**config.mk**
```make
export PLATFORM = sky130hd
export DESIGN_NAME = three_channel_serial_mux_top
export DESIGN_NICKNAME = d
export VERILOG_FILES = /design/src/design/tcsm_pkg.sv /design/src/design/tcsm_ram.sv /design/src/design/tcsm_front.sv /design/src/design/tcsm_queue.sv /design/src/design/tcsm_back.sv /design/src/design/three_channel_serial_mux_top.sv
export SDC_FILE = /design/constraint.sdc
export NUM_CORES = 2
export LEC_CHECK = 0
export CORE_MARGIN = 5
export CORE_UTILIZATION = 33
export CTS_CLUSTER_DIAMETER = 150
export DETAILED_ROUTE_END_ITERATION = 10
export DONT_BUFFER_PORTS = 1
export PLACE_DENSITY = 0.59
export SLEW_MARGIN = 30
export SYNTH_ARGS = -nofsm -noshare
export SYNTH_HDL_FRONTEND = slang
export SYNTH_SLANG_ARGS = --single-unit
```
**constraint.sdc**
```tcl
create_clock -name i_clk -period 5.8 [get_ports i_clk]
set_input_delay 0.87 -clock i_clk [delete_from_list [all_inputs] [get_ports i_clk]]
set_output_delay 0.87 -clock i_clk [all_outputs]
set_load 0.05 [all_outputs]
```
**src/design/tcsm_pkg.sv**
```systemverilog
// ----------------------------------------------------------------------------
// Three-channel serial mux package
// Shared constants for the receivers, the tick queue and the scheduler.
// ----------------------------------------------------------------------------
package tcsm_pkg;

    localparam int RingDepthDefault = 128;
    localparam int ChannelsDefault  = 3;
    localparam int QueueDepth       = 4;

    localparam logic [7:0] IdleMark     = 8'hff;
    localparam logic [7:0] FirstBitTick = 8'd6;
    localparam logic [7:0] LastBitTick  = 8'd34;
    localparam logic [7:0] StopTick     = 8'd38;
    localparam logic [7:0] WaitReset    = 8'd200;

endpackage

```
**src/design/tcsm_ram.sv**
```systemverilog
// ----------------------------------------------------------------------------
// Generic RAM
// One write port and one read port with registered read data.
// ----------------------------------------------------------------------------
module tcsm_ram #(
    parameter int WIDTH = 8,
    parameter int DEPTH = 128
) (
    input  logic                     i_clk,
    input  logic                     i_we,
    input  logic [$clog2(DEPTH)-1:0] i_waddr,
    input  logic [WIDTH-1:0]         i_wdata,
    input  logic                     i_re,
    input  logic [$clog2(DEPTH)-1:0] i_raddr,
    output logic [WIDTH-1:0]         o_rdata
);

    logic [WIDTH-1:0] r_mem [DEPTH];
    logic [WIDTH-1:0] r_rdata;

    always_ff @(posedge i_clk) begin
        if (i_we) begin
            r_mem[i_waddr] <= i_wdata;
        end
        if (i_re) begin
            r_rdata <= r_mem[i_raddr];
        end
    end

    assign o_rdata = r_rdata;

endmodule

```
**src/design/tcsm_front.sv**
```systemverilog
// ----------------------------------------------------------------------------
// Serial receivers
// One oversampling receiver per channel; emits the bytes framed this tick.
// ----------------------------------------------------------------------------
module tcsm_front #(
    parameter int CHANNELS = tcsm_pkg::ChannelsDefault
) (
    input  logic                  i_clk,
    input  logic                  i_rst_n,
    input  logic                  i_tick,
    input  logic [2:0]            i_levels,
    output logic [CHANNELS-1:0]   o_push,
    output logic [CHANNELS*8-1:0] o_bytes
);

    logic [7:0] r_count [CHANNELS];
    logic [7:0] n_count [CHANNELS];
    logic [7:0] r_shift [CHANNELS];
    logic [7:0] n_shift [CHANNELS];

    always_comb begin
        logic       lvl;
        logic [7:0] t;
        for (int c = 0; c < CHANNELS; c++) begin
            lvl        = (c < 3) ? i_levels[c] : 1'b1;
            t          = r_count[c] + 8'd1;
            n_count[c] = r_count[c];
            n_shift[c] = r_shift[c];
            o_push[c]  = 1'b0;
            o_bytes[c*8 +: 8] = r_shift[c];
            if (r_count[c] == tcsm_pkg::IdleMark) begin
                if (!lvl) begin
                    n_count[c] = 8'd0;
                end
            end else begin
                n_count[c] = t;
                if (t >= tcsm_pkg::FirstBitTick && t <= tcsm_pkg::LastBitTick
                        && (t[1:0] == tcsm_pkg::FirstBitTick[1:0])) begin
                    n_shift[c] = {lvl, r_shift[c][7:1]};
                end else if (t == tcsm_pkg::StopTick) begin
                    o_push[c]  = lvl & i_tick;
                    n_count[c] = tcsm_pkg::IdleMark;
                end
            end
        end
    end

    always_ff @(posedge i_clk) begin
        for (int c = 0; c < CHANNELS; c++) begin
            if (!i_rst_n) begin
                r_count[c] <= tcsm_pkg::IdleMark;
                r_shift[c] <= 8'd0;
            end else if (i_tick) begin
                r_count[c] <= n_count[c];
                r_shift[c] <= n_shift[c];
            end
        end
    end

endmodule

```
**src/design/tcsm_queue.sv**
```systemverilog
// ----------------------------------------------------------------------------
// Tick queue
// Short FIFO of per-tick records between the receivers and the scheduler.
// ----------------------------------------------------------------------------
module tcsm_queue #(
    parameter int WIDTH = 8
) (
    input  logic             i_clk,
    input  logic             i_rst_n,
    input  logic             i_push,
    input  logic [WIDTH-1:0] i_data,
    input  logic             i_pop,
    output logic             o_full,
    output logic             o_nonempty,
    output logic [WIDTH-1:0] o_data
);

    localparam int AW = $clog2(tcsm_pkg::QueueDepth);

    logic [WIDTH-1:0] r_slot [tcsm_pkg::QueueDepth];
    logic [AW-1:0]    r_wptr;
    logic [AW-1:0]    r_rptr;
    logic [AW:0]      r_count;

    assign o_full     = (r_count == (AW+1)'(tcsm_pkg::QueueDepth));
    assign o_nonempty = (r_count != '0);
    assign o_data     = r_slot[r_rptr];

    always_ff @(posedge i_clk) begin
        if (i_push) begin
            r_slot[r_wptr] <= i_data;
        end
        if (!i_rst_n) begin
            r_wptr  <= '0;
            r_rptr  <= '0;
            r_count <= '0;
        end else begin
            if (i_push) begin
                r_wptr <= r_wptr + AW'(1);
            end
            if (i_pop) begin
                r_rptr <= r_rptr + AW'(1);
            end
            r_count <= r_count + (AW+1)'(i_push) - (AW+1)'(i_pop);
        end
    end

endmodule

```
**src/design/tcsm_back.sv**
```systemverilog
// ----------------------------------------------------------------------------
// Ring buffers and round-robin scheduler
// Stores received bytes per channel and hands at most one byte per tick onward.
// ----------------------------------------------------------------------------
module tcsm_back #(
    parameter int RING_DEPTH = tcsm_pkg::RingDepthDefault,
    parameter int CHANNELS   = tcsm_pkg::ChannelsDefault
) (
    input  logic                  i_clk,
    input  logic                  i_rst_n,
    input  logic [7:0]            i_wait_ticks,
    input  logic                  i_rec_valid,
    input  logic [CHANNELS-1:0]   i_push,
    input  logic [CHANNELS*8-1:0] i_bytes,
    input  logic                  i_tx_ready,
    output logic                  o_rec_pop,
    output logic                  o_valid,
    input  logic                  i_stall,
    output logic                  o_tx_valid,
    output logic [7:0]            o_tx_byte,
    output logic [1:0]            o_served_channel
);

    localparam int AW = $clog2(RING_DEPTH);
    localparam int CW = (CHANNELS > 1) ? $clog2(CHANNELS) : 1;

    logic [AW-1:0] r_head [CHANNELS];
    logic [AW-1:0] r_tail [CHANNELS];
    logic [AW-1:0] n_head [CHANNELS];
    logic [AW-1:0] nh     [CHANNELS];
    logic [CHANNELS-1:0] w_we;
    logic [CHANNELS-1:0] w_re;
    logic [7:0]    w_rdata [CHANNELS];
    logic [CW-1:0] r_cur;
    logic [CW-1:0] n_cur;
    logic          r_busy;
    logic          n_busy;
    logic [7:0]    r_cnt;
    logic [7:0]    n_cnt;
    logic [7:0]    w_dec;
    logic          w_fire;
    logic          w_run;
    logic          w_empty;
    logic          w_pop;
    logic          w_bypass;
    logic [AW-1:0] w_tail;
    logic [AW-1:0] w_tail_next;
    logic          r_valid;
    logic          r_txv;
    logic          r_bypass;
    logic [7:0]    r_bbyte;
    logic [CW-1:0] r_served;

    assign w_fire    = i_rec_valid && (!r_valid || !i_stall);
    assign o_rec_pop = w_fire;

    always_comb begin
        for (int c = 0; c < CHANNELS; c++) begin
            nh[c]     = (r_head[c] == AW'(RING_DEPTH - 1)) ? '0 : r_head[c] + AW'(1);
            w_we[c]   = w_fire && i_push[c] && (nh[c] != r_tail[c]);
            n_head[c] = w_we[c] ? nh[c] : r_head[c];
        end
        w_tail      = r_tail[r_cur];
        w_tail_next = (w_tail == AW'(RING_DEPTH - 1)) ? '0 : w_tail + AW'(1);
        w_run       = w_fire && (!r_busy || i_tx_ready);
        w_empty     = (w_tail == n_head[r_cur]);
        w_pop       = w_run && !w_empty;
        w_bypass    = (w_tail == r_head[r_cur]);
        w_dec       = r_cnt - 8'd1;
        n_busy      = r_busy;
        n_cnt       = r_cnt;
        n_cur       = r_cur;
        for (int c = 0; c < CHANNELS; c++) begin
            w_re[c] = w_pop && !w_bypass && (r_cur == CW'(c));
        end
        if (w_run) begin
            if (w_empty) begin
                n_busy = 1'b0;
                n_cnt  = w_dec;
                if (w_dec == 8'd0) begin
                    n_cnt = i_wait_ticks;
                    n_cur = (r_cur == CW'(CHANNELS - 1)) ? '0 : r_cur + CW'(1);
                end
            end else begin
                n_busy = 1'b1;
                n_cnt  = i_wait_ticks;
            end
        end
    end

    for (genvar g = 0; g < CHANNELS; g++) begin : g_ring
        tcsm_ram #(
            .WIDTH(8),
            .DEPTH(RING_DEPTH)
        ) u_ram (
            .i_clk  (i_clk),
            .i_we   (w_we[g]),
            .i_waddr(r_head[g]),
            .i_wdata(i_bytes[g*8 +: 8]),
            .i_re   (w_re[g]),
            .i_raddr(r_tail[g]),
            .o_rdata(w_rdata[g])
        );
    end

    always_ff @(posedge i_clk) begin
        if (w_fire) begin
            r_bypass <= w_bypass;
            r_bbyte  <= i_bytes[r_cur*8 +: 8];
            r_served <= r_cur;
            r_txv    <= w_pop;
        end
        if (!i_rst_n) begin
            for (int c = 0; c < CHANNELS; c++) begin
                r_head[c] <= '0;
                r_tail[c] <= '0;
            end
            r_cur   <= '0;
            r_busy  <= 1'b0;
            r_cnt   <= tcsm_pkg::WaitReset;
            r_valid <= 1'b0;
        end else begin
            for (int c = 0; c < CHANNELS; c++) begin
                r_head[c] <= n_head[c];
                if (w_pop && r_cur == CW'(c)) begin
                    r_tail[c] <= w_tail_next;
                end
            end
            r_cur  <= n_cur;
            r_busy <= n_busy;
            r_cnt  <= n_cnt;
            if (w_fire) begin
                r_valid <= 1'b1;
            end else if (!i_stall) begin
                r_valid <= 1'b0;
            end
        end
    end

    assign o_valid          = r_valid;
    assign o_tx_valid       = r_txv;
    assign o_tx_byte        = !r_txv ? 8'd0 : (r_bypass ? r_bbyte : w_rdata[r_served]);
    assign o_served_channel = 2'(r_served);

endmodule

```
**src/design/three_channel_serial_mux_top.sv**
```systemverilog
// A tick's record passes through the tick queue and then the scheduler's
// output registers before its result appears. Throughput: one tick per cycle
// while the four-entry tick queue is not full; the queue feeds the scheduler.
// Reset: synchronous active-low reset idles all receivers, empties all rings,
// selects channel 0 and loads the wait count with 200. No clearing pass.
// ----------------------------------------------------------------------------
// Three-channel serial mux top level
// Serial receivers feeding per-channel rings and a round-robin scheduler.
// ----------------------------------------------------------------------------
module three_channel_serial_mux_top #(
    parameter int RING_DEPTH = tcsm_pkg::RingDepthDefault,
    parameter int CHANNELS   = tcsm_pkg::ChannelsDefault
) (
    input  logic       i_clk,
    input  logic       i_rst_n,
    input  logic       i_valid,
    output logic       o_stall,
    input  logic       i_line_zero,
    input  logic       i_line_one,
    input  logic       i_line_two,
    input  logic       i_tx_ready,
    output logic       o_valid,
    input  logic       i_stall,
    output logic       o_tx_valid,
    output logic [7:0] o_tx_byte,
    output logic [1:0] o_served_channel,
    input  logic       i_cfg_valid,
    output logic       o_cfg_ready,
    input  logic [7:0] i_cfg_wait_ticks
);

    localparam int RW = CHANNELS * 9 + 1;

    logic                  w_tick;
    logic [CHANNELS-1:0]   w_push;
    logic [CHANNELS*8-1:0] w_bytes;
    logic                  w_full;
    logic                  w_q_valid;
    logic                  w_q_pop;
    logic [RW-1:0]         w_q_data;
    logic [7:0]            r_wait_ticks;

    assign o_stall     = w_full;
    assign w_tick      = i_valid && !w_full;
    assign o_cfg_ready = 1'b1;

    always_ff @(posedge i_clk) begin
        if (!i_rst_n) begin
            r_wait_ticks <= tcsm_pkg::WaitReset;
        end else if (i_cfg_valid) begin
            r_wait_ticks <= i_cfg_wait_ticks;
        end
    end

    tcsm_front #(
        .CHANNELS(CHANNELS)
    ) u_front (
        .i_clk   (i_clk),
        .i_rst_n (i_rst_n),
        .i_tick  (w_tick),
        .i_levels({i_line_two, i_line_one, i_line_zero}),
        .o_push  (w_push),
        .o_bytes (w_bytes)
    );

    tcsm_queue #(
        .WIDTH(RW)
    ) u_queue (
        .i_clk     (i_clk),
        .i_rst_n   (i_rst_n),
        .i_push    (w_tick),
        .i_data    ({i_tx_ready, w_push, w_bytes}),
        .i_pop     (w_q_pop),
        .o_full    (w_full),
        .o_nonempty(w_q_valid),
        .o_data    (w_q_data)
    );

    tcsm_back #(
        .RING_DEPTH(RING_DEPTH),
        .CHANNELS  (CHANNELS)
    ) u_back (
        .i_clk           (i_clk),
        .i_rst_n         (i_rst_n),
        .i_wait_ticks    (r_wait_ticks),
        .i_rec_valid     (w_q_valid),
        .i_push          (w_q_data[CHANNELS*8 +: CHANNELS]),
        .i_bytes         (w_q_data[CHANNELS*8-1:0]),
        .i_tx_ready      (w_q_data[RW-1]),
        .o_rec_pop       (w_q_pop),
        .o_valid         (o_valid),
        .i_stall         (i_stall),
        .o_tx_valid      (o_tx_valid),
        .o_tx_byte       (o_tx_byte),
        .o_served_channel(o_served_channel)
    );

endmodule

```
Word-level counts from Yosys, hierarchy flattened
Memory sizes are Yosys's and may differ from the RTL's. A register that Yosys moved wholly into a read port is not among the register bits.
Index checks and enable logic that the tools add are counted.
{"block": "word_totals", "inputBits": 17, "wordCells": 203, "ramBits": 3274, "register_bits": 39, "out_inout_bits": 14, "n_memories": 8}
{"block": "classes", "bitwise_logic": 17, "reduce_logical": 35, "shift": 1, "add_sub_neg": 13, "order_cmp": 8, "n_eq_ne": 22, "n_mux": 87}
{"name": "u_back.g_ring[0].u_ram.r_mem", "words": 128, "word_bits": 8, "rd": 1, "rd_ports_with_merged_regs": 1, "write_ports": 1, "line": "tcsm_ram.sv:18", "source": "logic [WIDTH-1:0] r_mem [DEPTH];"}
{"name": "u_back.g_ring[1].u_ram.r_mem", "words": 128, "word_bits": 8, "rd": 1, "rd_ports_with_merged_regs": 1, "write_ports": 1, "line": "tcsm_ram.sv:18"}
{"name": "u_back.g_ring[2].u_ram.r_mem", "words": 128, "word_bits": 8, "rd": 1, "rd_ports_with_merged_regs": 1, "write_ports": 1, "line": "tcsm_ram.sv:18"}
{"name": "u_queue.r_slot", "words": 4, "word_bits": 28, "rd": 1, "rd_ports_with_merged_regs": 1, "write_ports": 1, "line": "tcsm_queue.sv:20", "source": "logic [WIDTH-1:0] r_slot [tcsm_pkg::QueueDepth];"}
{"name": "u_front.r_count", "words": 3, "word_bits": 8, "rd": 3, "rd_ports_with_merged_regs": 0, "write_ports": 3, "line": "tcsm_front.sv:16", "source": "logic [7:0] r_count [CHANNELS];"}
{"name": "u_front.r_shift", "words": 3, "word_bits": 8, "rd": 3, "rd_ports_with_merged_regs": 0, "write_ports": 3, "line": "tcsm_front.sv:18", "source": "logic [7:0] r_shift [CHANNELS];"}
{"name": "+2 memories"}
{"cell": "$mux W8", "n": 30}
{"cell": "$mux W7", "n": 15}
{"cell": "$mux W1", "n": 33}
{"cell": "$add A7 B1 Y7 const B", "n": 4}
{"cell": "$eq A7 B7 Y1 const B", "n": 4}
{"cell": "$add A8 B1 Y8 const B", "n": 3}
{"cell": "$eq A8 B6 Y1 const B", "n": 3}
{"cell": "$eq A8 B8 Y1 const B", "n": 3}
{"cell": "$ge A8 B3 Y1 const B", "n": 3}
{"cell": "$le A8 B6 Y1 const B", "n": 3}
{"cell": "$shiftx A24 B6 Y8", "n": 1}
{"cell": "$logic_and A1 B1 Y1", "n": 23}
{"cell": "$ne A7 B7 Y1", "n": 3}
{"cell": "$bmux W8 S2", "n": 1}
{"cell": "$bmux W7 S2", "n": 1}
{"cell": "$eq A7 B7 Y1", "n": 2}
{"cell": "$mux W2", "n": 7}
{"cell": "$or A1 B1 Y1", "n": 12}
{"cell": "$eq A2 B2 Y1 const B", "n": 4}
{"cell": "$logic_not A8 Y1", "n": 1}
{"cell": "$sub A8 B1 Y8 const B", "n": 1}
{"cell": "$add A2 B1 Y2 const B", "n": 3}
{"cell": "$ge A3 B3 Y1 const B", "n": 2}
{"cell": "$logic_not A1 Y1", "n": 6}
{"cell": "other kinds (11)", "n": 15}

Depth between registers and ports, before layout
{"block": "depth", "word_depth": 17, "ltp_mapped": 17, "depth_no_buf": 12}

Hierarchy
From an unflattened synthesis, not the netlist that was laid out.
{"block": "hier_totals", "hier_cells": 6077, "area_unflattened_um2": 132483.3}
{"mod": "tcsm_ram", "cells_per_inst": 1635, "n_inst": 3, "seq_area_each_um2": 30989.7, "area_each_um2": 39745.6}
{"mod": "tcsm_back", "cells_per_inst": 641, "n_inst": 1, "seq_area_each_um2": 1691.6, "area_each_um2": 5302.6}
{"mod": "tcsm_queue", "cells_per_inst": 189, "n_inst": 1, "seq_area_each_um2": 3543.4, "area_each_um2": 4534.3}
{"mod": "tcsm_front", "cells_per_inst": 314, "n_inst": 1, "seq_area_each_um2": 1441.4, "area_each_um2": 3098.0}
{"mod": "three_channel_serial_mux_top", "cells_per_inst": 28, "n_inst": 1, "seq_area_each_um2": 160.2, "area_each_um2": 311.5}

Worst setup path after synthesis
No wires, ideal clock.
{"block": "synth_path", "kind": "in2reg", "start": "input port i_stall", "end": "register u_back.g_ring[0].u_ram.r_rdata[0], read port of u_back.g_ring[0].u_ram.r_mem, enable pin", "stages": 14, "n_path_buf": 3, "setup_slack_ns": 1.081, "arrival_time_ns": 4.324, "setup_ns": 0.395, "required_time_ns": 5.405, "path_cell_list": "nand2_1 nand2_1 inv_1 nand2_1 or3_1 clkbuf_1 o311a_1 mux2i_1 nand4_1 and2_1 clkbuf_1 and2_4 buf_6 nor4_1"}
{"block": "synth_via", "elab_chain_len": 14, "word_cells_on_any_way": 21, "cone_classes": "1 x eq/ne; 6 x mux; 14 x reduce/logical"}
{"item": "start, declared", "line": "three_channel_serial_mux_top.sv:23", "source": "input logic i_stall,"}
{"item": "$logic_not A1 Y1 (*)", "line": "tcsm_back.sv:54", "source": "assign w_fire = i_rec_valid && (!r_valid || !i_stall);"}
{"item": "$logic_or A1 B1 Y1 (*)", "line": "tcsm_back.sv:54"}
{"item": "$logic_and A1 B1 Y1 (*)", "line": "tcsm_back.sv:54"}
{"item": "named net u_back.o_rec_pop", "line": "tcsm_back.sv:16", "source": "output logic o_rec_pop,"}
{"item": "$logic_and A1 B1 Y1 (2 in series)", "line": "tcsm_back.sv:60", "source": "w_we[c] = w_fire && i_push[c] && (nh[c] != r_tail[c]);"}
{"item": "$mux W7", "line": "tcsm_back.sv:61", "source": "n_head[c] = w_we[c] ? nh[c] : r_head[c];"}
{"item": "$bmux W7 S2", "line": "tcsm_back.sv:66", "source": "w_empty = (w_tail == n_head[r_cur]);"}
{"item": "$mux W7 (implied by the code) (2 in series)", "line": "tcsm_back.sv:66"}
{"item": "$eq A7 B7 Y1", "line": "tcsm_back.sv:66"}
{"item": "$logic_not A1 Y1", "line": "tcsm_back.sv:67", "source": "w_pop = w_run && !w_empty;"}
{"item": "$logic_and A1 B1 Y1 (*)", "line": "tcsm_back.sv:67"}
{"item": "$logic_and A1 B1 Y1 (*) (2 in series)", "line": "tcsm_back.sv:74", "source": "w_re[c] = w_pop && !w_bypass && (r_cur == CW'(c));"}
{"item": "named net u_back.g_ring[0].u_ram.i_re", "line": "tcsm_ram.sv:13", "source": "input logic i_re,"}
{"item": "end, declared", "line": "tcsm_ram.sv:19", "source": "logic [WIDTH-1:0] r_rdata;"}
The timed path passes the listed nets; every way through them passes the cells marked *. The select of a mux whose other input is x is not followed.
A chain may end at the register's enable or synchronous reset.

==> results.sh <==
export IMPL_status="complete, no violations"
export IMPL_synth_async_reset_ratio_pct=0
export IMPL_detailedRoute_firstIterationViolations=6568
export IMPL_worst_clock_skew_ns=0.0446
export IMPL_dpl_cell_count=11000
export IMPL_critical_path_required_ns=6.37
export IMPL_grt_pass1_wl_mm=450
export IMPL_clk_transition_reported_paths_ns=0.07
export IMPL_placedInstanceArea_sq_um=138000
export IMPL_synthFlopType="sky130_fd_sc_hd__edfxtp_1"
export IMPL_final_period_utilization_pct=88.3
export IMPL_grt_remaining_overflow=0
export IMPL_core_region_area_sq_um=397000
export IMPL_netlist_instances=5993
export IMPL_fin_cells=11700
export IMPL_io_buffers=0
export IMPL_finalWirelength_mm=308
export IMPL_cts_buffers_inserted=335
export IMPL_maximum_capacitance_violations=0
export IMPL_post_route_drc_violation_count=0
export IMPL_finalHoldViolations=0
export IMPL_synth_mux_area_share_pct=18.3
export IMPL_final_setup_viol_count=0
export IMPL_static_leakage_power_nw=44.8
export IMPL_p_per_area_nw_per_um2=457
export IMPL_finalWeightedCongestion=0.857
export IMPL_layout_cell_area_non_filler_sq_um=149000
export IMPL_ys_seq_area_share_pct=75.9
export IMPL_clock_root_buffer="sky130_fd_sc_hd__clkbuf_16"
export IMPL_netlist_cell_type_count=86
export IMPL_synth_xor_area_share_pct=0.507
export IMPL_worst_ir_drop_vdd_uv=368
export IMPL_synthesis_area_sq_um=132000
export IMPL_postRouteAntennaNets=0
export IMPL_syn_nets=6029
export IMPL_synth_compound_area_share_pct=1.02
export IMPL_area_growth_synth_to_final_pct=13.6
export IMPL_global_route_usage_total_pct=14.7
export IMPL_via_count_of_the_first_global_routing_pass=62500
export IMPL_design_die_area_sq_um=411000
export IMPL_dp_hpwl_mm=185
export IMPL_synth_top_family_by_area="multiplexers"
export IMPL_share_of_synthesized_cell_area_in_full_adder_half_adder_and_majority_cells_pct=0.186
export IMPL_nets_final=6175
export IMPL_h_tree_depth=5
export IMPL_syn_mean_instance_area_sq_um=22.0
export IMPL_max_freq_ghz=0.195
export IMPL_clock_tree_from_tritoncts="built"
export IMPL_finalSetupTns_ns=0
export IMPL_clk_latency_ns=0.91
export IMPL_cts_num_sinks=3341
export IMPL_hold_slack_ns=0.0980
export IMPL_finalCriticalPeriod_ns=5.12
export IMPL_ctsLongestPathBuffers=4
export IMPL_synth_edff_count=3289
export IMPL_antenna_violations_before_repair=14
export IMPL_slew_headroom_pct=33.8
export IMPL_synth_warning_count=0
export IMPL_holdCritPathClass="input port to flip-flop"
export IMPL_worst_path_max_fanout=19
export IMPL_initial_standard_cell_utilization_of_the_core_pct=33.2
export IMPL_critical_path_class="flip-flop to flip-flop"
export IMPL_startpoint_type="flip-flop"
export IMPL_cp_arrival_ns=5.69
export IMPL_worstMarginPinSlew_ns=0.983
export IMPL_synth_simple_gate_area_share_pct=3.00
export IMPL_rsz0062_at_grt="no"
export IMPL_ios=31
export IMPL_row_count=231
export IMPL_largest_net_degree_at_the_start_of_global_routing=155
export IMPL_die_height_um=641
export IMPL_drv_slew=0
export IMPL_wire_per_inst_um=26.4
export IMPL_worstSetupEndpointType="flip-flop"
export IMPL_yosys_register_bits=3341
export IMPL_vias=61400
export IMPL_drt_vias_per_instance=5.26
export IMPL_drtPass1Iterations=6
export IMPL_drive_gt1_share_pct=26.9
export IMPL_dieWidth_um=641
-- metal layers --
metal  share of wire, %  global-route usage [%]
met4                2.1                    3.09
met1                 42                    20.7
met5             0.0065                       0
met3                6.1                    2.06
met2                 50                    24.3
-- flip-flops by register name, summed over array words and instances, names as in the netlist, named ones only --
register and count:
u_back.o_tx_valid 1, u_back.o_valid 1, u_queue.r_wptr 2, u_back.r_tail 21
r_wait_ticks 8, u_back.r_cnt 8, u_queue.r_count 3, u_front.r_count 24
u_back.r_bypass 1, u_back.r_head 21, u_queue.r_rptr 2, u_back.g_ring.u_ram.r_mem 3072
u_front.r_shift 24, u_back.r_cur 2, u_queue.r_slot 112, u_back.o_served_channel 2
u_back.g_ring.u_ram.o_rdata 24, u_back.r_busy 1, u_back.r_bbyte 8
-- repair_timing --
item | 4_1_cts | 5_1_grt
hold buffers | 1 | 0
hold endpoints to repair | 4 | 0
gates resized for setup | 0 | 0
setup buffers | 0 | 0
-- power breakdown --
part           internal (mW)  total [mW]  switching (mW)
Sequential              30.5        30.9           0.390
Clock                   12.4        21.6            9.22
Combinational           5.53        15.7            10.2
-- area by class of cell --
type	instances	area [sq um]
Timing Repair Buffer	151	1480
Multi-Input combinational cell	2277	30500
Clock buffer	407	8750
Clock inverter	206	2240
Fill cell	35300	247000
Inverter	33	124
Sequential cell	3341	99800
Antenna cell	4	10.0
Tap cell	5242	6560
-- metrics by stage --
step           util [%]  setup WS (ns)  total power [mW]
2_1_floorplan         -           1.08              40.9
3_3_place_gp       34.8          0.586              46.9
3_5_place_dp       34.8          0.564              47.3
4_1_cts            37.6          0.509              68.9
5_1_grt            37.7          0.396              70.7
6_report           37.7          0.678              68.3
-- layout by cell type, fill, tap and decap left out, drive strengths merged, types with 31 or more instances in the layout --
| cell | n |
|---|---|
| clkbuf | 407 |
| xnor2 | 44 |
| inv | 47 |
| and3 | 51 |
| o21ai | 55 |
| mux2i | 46 |
| a21oi | 31 |
| nand3 | 51 |
| bufinv | 35 |
| nor2 | 472 |
| nand2 | 175 |
| clkinv | 145 |
| edfxtp | 3289 |
| dfxtp | 52 |
| buf | 150 |
| mux4 | 1036 |
-- worst max-delay path: stages (launching register included) --
cell,delay [ns]
sky130_fd_sc_hd__dfxtp_1,0.57
sky130_fd_sc_hd__ha_1,0.40
sky130_fd_sc_hd__nand4_1,0.19
sky130_fd_sc_hd__a2111oi_0,0.59
sky130_fd_sc_hd__a211o_1,0.27
sky130_fd_sc_hd__nor2_4,0.09
sky130_fd_sc_hd__a21oi_4,0.34
sky130_fd_sc_hd__mux2_1,0.41
sky130_fd_sc_hd__a222oi_1,0.39
sky130_fd_sc_hd__xnor2_1,0.22
sky130_fd_sc_hd__nor4_4,0.07
sky130_fd_sc_hd__buf_4,0.21
sky130_fd_sc_hd__and2_4,0.23
sky130_fd_sc_hd__a2111oi_0,0.78
-- cell usage after synthesis (43+ instances only) --
master	count	area (sq um)
sky130_fd_sc_hd__edfxtp_1	3289	98800
sky130_fd_sc_hd__mux4_2	1036	23300
sky130_fd_sc_hd__nor2_1	470	1760
sky130_fd_sc_hd__clkbuf_1	214	803
sky130_fd_sc_hd__nand2_1	175	657
sky130_fd_sc_hd__buf_1	98	368
sky130_fd_sc_hd__dfxtp_1	52	1040
sky130_fd_sc_hd__o21ai_0	52	260
sky130_fd_sc_hd__and3_1	50	313
sky130_fd_sc_hd__nand3_1	50	250
sky130_fd_sc_hd__mux2i_1	46	460
sky130_fd_sc_hd__xnor2_1	43	377
-- path summary, 6_finish.rpt --
path | from | endpoint | slack [ns] | cells after the start
worst max register to register | u_back.r_head[1][1] | u_back.r_tail[0][3] | 0.68 | 13
worst max-delay path | u_back.r_head[1][1] | u_back.r_tail[0][3] | 0.68 | 13
worst min register to register | u_queue.r_wptr[1] | u_queue.r_wptr[1] | 0.50 | 2
worst min-delay path | i_cfg_valid | r_wait_ticks[6] | 0.1 | 1
-- cells by family after synthesis --
logic type / count (synthesis)
DFF: 3341
muxes: 1105
and+or+nand+nor: 888
buffers and inverters: 375
AOI/OAI and AO/OA: 192
xor gates and xnor gates: 72
adders and majority gates: 19
other: 1
Note: power is estimated with default switching activity, not from simulation.
